$ cat config.mk
export PLATFORM = sky130hd
export DESIGN_NAME = dklp_ctrl
export DESIGN_NICKNAME = d
export VERILOG_FILES = /design/src/rtl/core/dklp_pkg.sv /design/src/rtl/core/dklp_ctrl.sv
export SDC_FILE = /design/constraint.sdc
export NUM_CORES = 1
export LEC_CHECK = 0
export BUFFER_PORTS_ARGS = -buffer_cell sky130_fd_sc_hd__buf_2
export CAP_MARGIN = 20
export CORE_AREA = 2 2 39 41
export DETAILED_ROUTE_END_ITERATION = 6
export DIE_AREA = 0 0 41 43
export GPL_ROUTABILITY_DRIVEN = 0
export SKIP_LAST_GASP = 1
export SLEW_MARGIN = 10
export SYNTH_ARGS = -nofsm -noshare
export SYNTH_HDL_FRONTEND = slang
export SYNTH_SLANG_ARGS = --single-unit
$ cat constraint.sdc
create_clock -name clock -period 2.93 [get_ports clock]
set_input_delay 0.293 -clock clock [delete_from_list [all_inputs] [get_ports clock]]
set_output_delay 0.293 -clock clock [all_outputs]
set_load 0.05 [all_outputs]
$ cat src/rtl/core/dklp_pkg.sv
// shared types, constants and commands for the dual-key linear probe table
package dklp_pkg;

   localparam int TABLE_DEPTH = 65536;
   localparam int ADDR_W = $clog2(TABLE_DEPTH);
   localparam int SIZE_W = 17;
   localparam int KEY_W = 32;
   localparam int PAIR_W = 2 * KEY_W;
   localparam int HASH_MULT = 9123;
   localparam logic [SIZE_W-1:0] SIZE_RESET = 17'd50000;

   typedef enum logic {
      OP_LOOKUP = 1'b0,
      OP_INSERT = 1'b1
   } op_type;

   typedef struct packed {
      logic operation;
      logic signed [KEY_W-1:0] key_x;
      logic signed [KEY_W-1:0] key_y;
   } req_type;

   typedef struct packed {
      logic hit;
      logic table_full;
      logic [SIZE_W-1:0] slots_used;
   } rsp_type;

   typedef enum logic [3:0] {
      ST_CLEAR,
      ST_IDLE,
      ST_HASH,
      ST_DIV,
      ST_READ,
      ST_WAIT,
      ST_CHECK,
      ST_NEXT_KEY,
      ST_DONE
   } state_type;

   // commands from controller to datapath
   typedef struct packed {
      logic clear_step;
      logic load_req;
      logic start_hash;
      logic div_step;
      logic set_pos;
      logic advance;
      logic write_slot;
      logic set_full;
      logic set_hit;
      logic use_y;
      logic load_rsp;
   } cmd_type;

   // status from datapath to controller
   typedef struct packed {
      logic clear_last;
      logic div_done;
      logic slot_valid;
      logic key_match;
      logic probe_last;
      logic is_insert;
   } status_type;

endpackage

$ cat src/rtl/core/dklp_ctrl.sv
// controller state machine for clearing, hashing and probing
module dklp_ctrl
   import dklp_pkg::*;
(
   input  logic       clock,
   input  logic       reset,
   input  logic       req_valid,
   output logic       req_stall,
   output logic       rsp_valid,
   input  logic       rsp_stall,
   input  status_type status,
   output cmd_type    cmd
);

   state_type state_ff, state_in;
   logic      use_y_ff, use_y_in;
   logic      rsp_valid_ff, rsp_valid_in;

   always_ff @(posedge clock) begin
      if (reset) begin
         state_ff <= ST_CLEAR;
         use_y_ff <= 1'b0;
         rsp_valid_ff <= 1'b0;
      end else begin
         state_ff <= state_in;
         use_y_ff <= use_y_in;
         rsp_valid_ff <= rsp_valid_in;
      end
   end

   always_comb begin
      state_in = state_ff;
      use_y_in = use_y_ff;
      rsp_valid_in = rsp_valid_ff && rsp_stall;
      cmd = '0;
      cmd.use_y = use_y_ff;
      req_stall = 1'b1;
      case (state_ff)
         ST_CLEAR: begin
            cmd.clear_step = 1'b1;
            if (status.clear_last) state_in = ST_IDLE;
         end
         ST_IDLE: begin
            req_stall = 1'b0;
            if (req_valid) begin
               cmd.load_req = 1'b1;
               use_y_in = 1'b0;
               state_in = ST_HASH;
            end
         end
         ST_HASH: begin
            cmd.start_hash = 1'b1;
            state_in = ST_DIV;
         end
         ST_DIV: begin
            cmd.div_step = 1'b1;
            if (status.div_done) state_in = ST_READ;
         end
         ST_READ: begin
            cmd.set_pos = 1'b1;
            state_in = ST_WAIT;
         end
         ST_WAIT: begin
            state_in = ST_CHECK;
         end
         ST_CHECK: begin
            if (!status.slot_valid) begin
               if (status.is_insert) cmd.write_slot = 1'b1;
               state_in = ST_NEXT_KEY;
            end else if (!status.is_insert && status.key_match) begin
               cmd.set_hit = 1'b1;
               state_in = ST_DONE;
            end else if (status.probe_last) begin
               cmd.set_full = 1'b1;
               state_in = ST_NEXT_KEY;
            end else begin
               cmd.advance = 1'b1;
               state_in = ST_WAIT;
            end
         end
         ST_NEXT_KEY: begin
            if (use_y_ff) begin
               state_in = ST_DONE;
            end else begin
               use_y_in = 1'b1;
               state_in = ST_HASH;
            end
         end
         ST_DONE: begin
            if (!(rsp_valid_ff && rsp_stall)) begin
               cmd.load_rsp = 1'b1;
               rsp_valid_in = 1'b1;
               state_in = ST_IDLE;
            end
         end
         default: state_in = ST_IDLE;
      endcase
   end

   assign rsp_valid = rsp_valid_ff;

endmodule

==> impl_metrics.xml <==
<?xml version="1.0" encoding="UTF-8"?>
<metrics>
  <group name="worst_setup_path">
    <metric name="critical_path.reg2reg.endpoint" unit="">use_y_ff</metric>
    <metric name="timing.reg2reg.setup_slack" unit="ns">1.38</metric>
    <metric name="crit_path_start_kind" unit="">flop</metric>
    <metric name="timing.critical_path.arrival" unit="ns">1.66</metric>
    <metric name="critPathKind" unit="">flop to output port</metric>
    <metric name="r2r_cells" unit="">4</metric>
    <metric name="end_kind" unit="">output port</metric>
    <metric name="worstPathRequired" unit="ns">2.64</metric>
    <metric name="regToRegStartpoint" unit="">state_ff[0]</metric>
    <metric name="path_max_fanout" unit="">14</metric>
  </group>
  <group name="timing">
    <metric name="final.period_utilization" unit="">0.6671</metric>
    <metric name="rsz_0062_raised_after_global_routing" unit="">false</metric>
    <metric name="fin_tns_setup" unit="ns">0</metric>
    <metric name="slew_viol_final" unit="">0</metric>
    <metric name="final_count_of_negative_setup_slack_endpoints" unit="">0</metric>
    <metric name="max-slew-margin-rel" unit="">0.6783</metric>
    <metric name="final.min_clock_period" unit="ns">1.955</metric>
    <metric name="fmax" unit="MHz">511.6</metric>
    <metric name="final.setup_skew" unit="ns">0.002784</metric>
    <metric name="hold_viol_final" unit="">0</metric>
    <metric name="worst_slew_pin_slew" unit="ns">0.4820</metric>
  </group>
  <group name="synthesis">
    <metric name="post-synth-top-area-fraction" unit="">0.2494</metric>
    <metric name="synth_top_area_cell" unit="">sky130_fd_sc_hd__dfxtp_1</metric>
    <metric name="postSynthAreaPerCell" unit="µm²">7.084</metric>
    <metric name="yosys.cell_types.count" unit="">29</metric>
    <metric name="synth.ff_latch_count" unit="">6</metric>
    <metric name="sequential_fraction_of_the_synthesis_area" unit="">0.2494</metric>
    <metric name="synthesis.yosys.warnings" unit="">0</metric>
    <metric name="netlist_area" unit="µm²">481.7</metric>
    <metric name="synthesis.nets" unit="">78</metric>
    <metric name="synthesis.instances" unit="">68</metric>
    <metric name="synth.top_cells.by_area" unit="">sky130_fd_sc_hd__dfxtp_1 (25%), sky130_fd_sc_hd__nor2_1 (8.6%), sky130_fd_sc_hd__a21oi_1 (6.2%), sky130_fd_sc_hd__buf_6 (4.7%), sky130_fd_sc_hd__inv_1 (4.7%)</metric>
  </group>
  <group name="clock_tree">
    <metric name="cts_tree" unit="">yes</metric>
    <metric name="clockBufferDepth" unit="">2</metric>
    <metric name="count_of_hold_fix_buffers_inserted_at_cts" unit="">0</metric>
    <metric name="clockRootBuffer" unit="">sky130_fd_sc_hd__clkbuf_4</metric>
    <metric name="htree_num_levels" unit="">1</metric>
    <metric name="clock_latency" unit="ns">0.23</metric>
    <metric name="cts.reportedPaths.clkPinSlew" unit="ns">0.04</metric>
    <metric name="cts.sink_count" unit="">6</metric>
    <metric name="post_cts_resize_count" unit="">0</metric>
    <metric name="postCtsSetupBuffers" unit="">0</metric>
    <metric name="tritoncts.num_buffers" unit="">3</metric>
  </group>
  <group name="final_layout">
    <metric name="diodes" unit="">0</metric>
    <metric name="mostFrequentLayoutCells" unit="">sky130_fd_sc_hd__buf_2 (22), sky130_fd_sc_hd__nor2_1 (11), sky130_fd_sc_hd__inv_1 (6), sky130_fd_sc_hd__a21oi_1 (6), sky130_fd_sc_hd__dfxtp_1 (6)</metric>
    <metric name="num-fill-cells" unit="">160</metric>
    <metric name="num-nets-final" unit="">100</metric>
    <metric name="multi_input_area" unit="µm²">300.3</metric>
    <metric name="drive_above_1_share" unit="">0.3295</metric>
    <metric name="post-route-util" unit="">0.4304</metric>
    <metric name="layout.area.seq" unit="µm²">120.1</metric>
    <metric name="mostFrequentLayoutCell" unit="">sky130_fd_sc_hd__buf_2</metric>
    <metric name="layout-area-overhead-vs-synth" unit="%">23.64</metric>
  </group>
  <group name="routing">
    <metric name="vias_per_cell" unit="">5.029</metric>
    <metric name="detailed_router_s_first_iteration_violation_count" unit="">4</metric>
    <metric name="drt_first_pass_iters" unit="">3</metric>
    <metric name="num_vias" unit="">523</metric>
    <metric name="postRouteAntennaNets" unit="">0</metric>
    <metric name="wirelength_per_cell" unit="µm">10.46</metric>
    <metric name="finalWirelength" unit="mm">1.088</metric>
    <metric name="drc_errors" unit="">0</metric>
  </group>
  <group name="floorplan">
    <metric name="boundaryPins" unit="">23</metric>
    <metric name="initial_utilization" unit="">0.3481</metric>
    <metric name="horiz_die_dim" unit="µm">41</metric>
    <metric name="die_area" unit="µm²">1763</metric>
    <metric name="die_h" unit="µm">43</metric>
    <metric name="rows" unit="">14</metric>
    <metric name="core_area" unit="µm²">1384</metric>
  </group>
  <group name="worst_hold_path">
    <metric name="whs_path_depth" unit="">2</metric>
    <metric name="worst_hold_startpoint" unit="">reset</metric>
    <metric name="hp-class" unit="">input port to flop</metric>
    <metric name="worstHoldEndpoint" unit="">state_ff[3]</metric>
  </group>
  <group name="global_route">
    <metric name="overflow" unit="">0</metric>
    <metric name="antenna_found_initial" unit="">0</metric>
    <metric name="grt_first_pass_wirelength" unit="mm">1.725</metric>
    <metric name="first_global_vias" unit="">450</metric>
    <metric name="grt_max_degree" unit="">15</metric>
    <metric name="aggregate_global_route_resource_usage" unit="">0.1388</metric>
  </group>
  <group name="power">
    <metric name="power.density_cell_area" unit="nW/µm²">350.0</metric>
    <metric name="max-vdd-ir-drop" unit="µV">212.1</metric>
    <metric name="power_leakage" unit="nW">0.2745</metric>
  </group>
  <group name="placement">
    <metric name="detailed_place_hpwl" unit="µm">865.4</metric>
    <metric name="placement.io_buffers" unit="">22</metric>
  </group>
  <group name="flow_run">
    <metric name="maxCapViolCount" unit="">0</metric>
  </group>
  <group name="status">
    <metric name="status" unit="">completed</metric>
  </group>
</metrics>
-- stage by stage --
stage                     instances  hold WS [ns]  area (µm²)  setup slack [ns]  power, mW
after floorplan                  68        0.3621       481.7            0.5999     0.1258
after global placement          101        0.4968       573.1             1.227     0.1384
after detailed placement        101        0.5087       573.1             1.239     0.1387
after CTS                       104        0.2895       595.6            0.9721     0.2134
after global routing            104        0.2961       595.6            0.8010     0.2248
final                           104        0.2978       595.6            0.9755     0.2085
-- metal layers --
metal	GRT usage	share of wire	vias up
met1	0.1683	0.48	227
met3	0.04712	0.061	0
met2	0.2219	0.46	17
li1	-	-	279
met4	0.04000	0	0
met5	0	0	-
-- power by group --
group / switching (mW) / internal, mW / total (mW)
Combinational: 0.0299 / 0.0178 / 0.0477
Clock: 0.0254 / 0.0460 / 0.0714
Sequential: 0.00561 / 0.0837 / 0.0893
-- critical path: stages, from the launching register on --
cell                       delay [ns]
sky130_fd_sc_hd__dfxtp_1         0.61
sky130_fd_sc_hd__nand2b_4        0.10
sky130_fd_sc_hd__or3_1           0.40
sky130_fd_sc_hd__inv_1           0.06
sky130_fd_sc_hd__buf_2           0.25
-- Yosys cell counts --
cell and instances:
sky130_fd_sc_hd__nand2b_1 2, sky130_fd_sc_hd__clkbuf_1 1, sky130_fd_sc_hd__nor3_2 1, sky130_fd_sc_hd__buf_6 2
sky130_fd_sc_hd__o21ai_0 2, sky130_fd_sc_hd__dfxtp_1 6, sky130_fd_sc_hd__a21bo_2 1, sky130_fd_sc_hd__nand4_1 1
sky130_fd_sc_hd__nor3b_1 2, sky130_fd_sc_hd__inv_1 6, sky130_fd_sc_hd__nand3b_1 3, sky130_fd_sc_hd__and3_1 1
sky130_fd_sc_hd__or3_1 1, sky130_fd_sc_hd__nand2b_4 1, sky130_fd_sc_hd__buf_2 1, sky130_fd_sc_hd__or3_4 1
sky130_fd_sc_hd__nor4_1 1, sky130_fd_sc_hd__o2bb2ai_1 1, sky130_fd_sc_hd__buf_4 1, sky130_fd_sc_hd__a221oi_1 2
sky130_fd_sc_hd__a21o_1 1, sky130_fd_sc_hd__a21oi_1 6, sky130_fd_sc_hd__a31oi_1 1, sky130_fd_sc_hd__o21ai_1 1
sky130_fd_sc_hd__nor2_1 11, sky130_fd_sc_hd__nand3_1 3, sky130_fd_sc_hd__nor3_1 4, sky130_fd_sc_hd__or4_1 1
sky130_fd_sc_hd__nand2_1 3
-- how the worst max path moves through the flow --
stage                           start  endpoint  cells after the start
after global placement    state_ff[1]    cmd[2]                      4
after global routing      state_ff[1]    cmd[4]                      5
after floorplan           state_ff[3]   cmd[10]                      2
after CTS                 state_ff[1]    cmd[2]                      4
after detailed placement  state_ff[1]    cmd[2]                      4
final                     state_ff[1]    cmd[2]                      4
-- sequential cells by signal, summed over array words and instances, names as in the netlist --
register and count:
state_ff 4, rsp_valid 1, use_y_ff 1
-- cell type report --
cell class,count,share of cell area
multi-input cells,51,0.5042
repair buffers,22,0.1849
well taps,16,0.03361
inverters,6,0.03782
clock buffers,3,0.03782
flip-flops and latches,6,0.2017
-- cell families (layout without fill, tap and decap cells) --
logic type             count (synthesis)  count (layout)  synth area share
AOI/OAI and AO/OA                     15              15            0.1974
buffers and inverters                 11              31            0.1273
DFF                                    6               6            0.2494
and+or+nand+nor                       36              36            0.4260
Power figures use the tool's default switching activity.
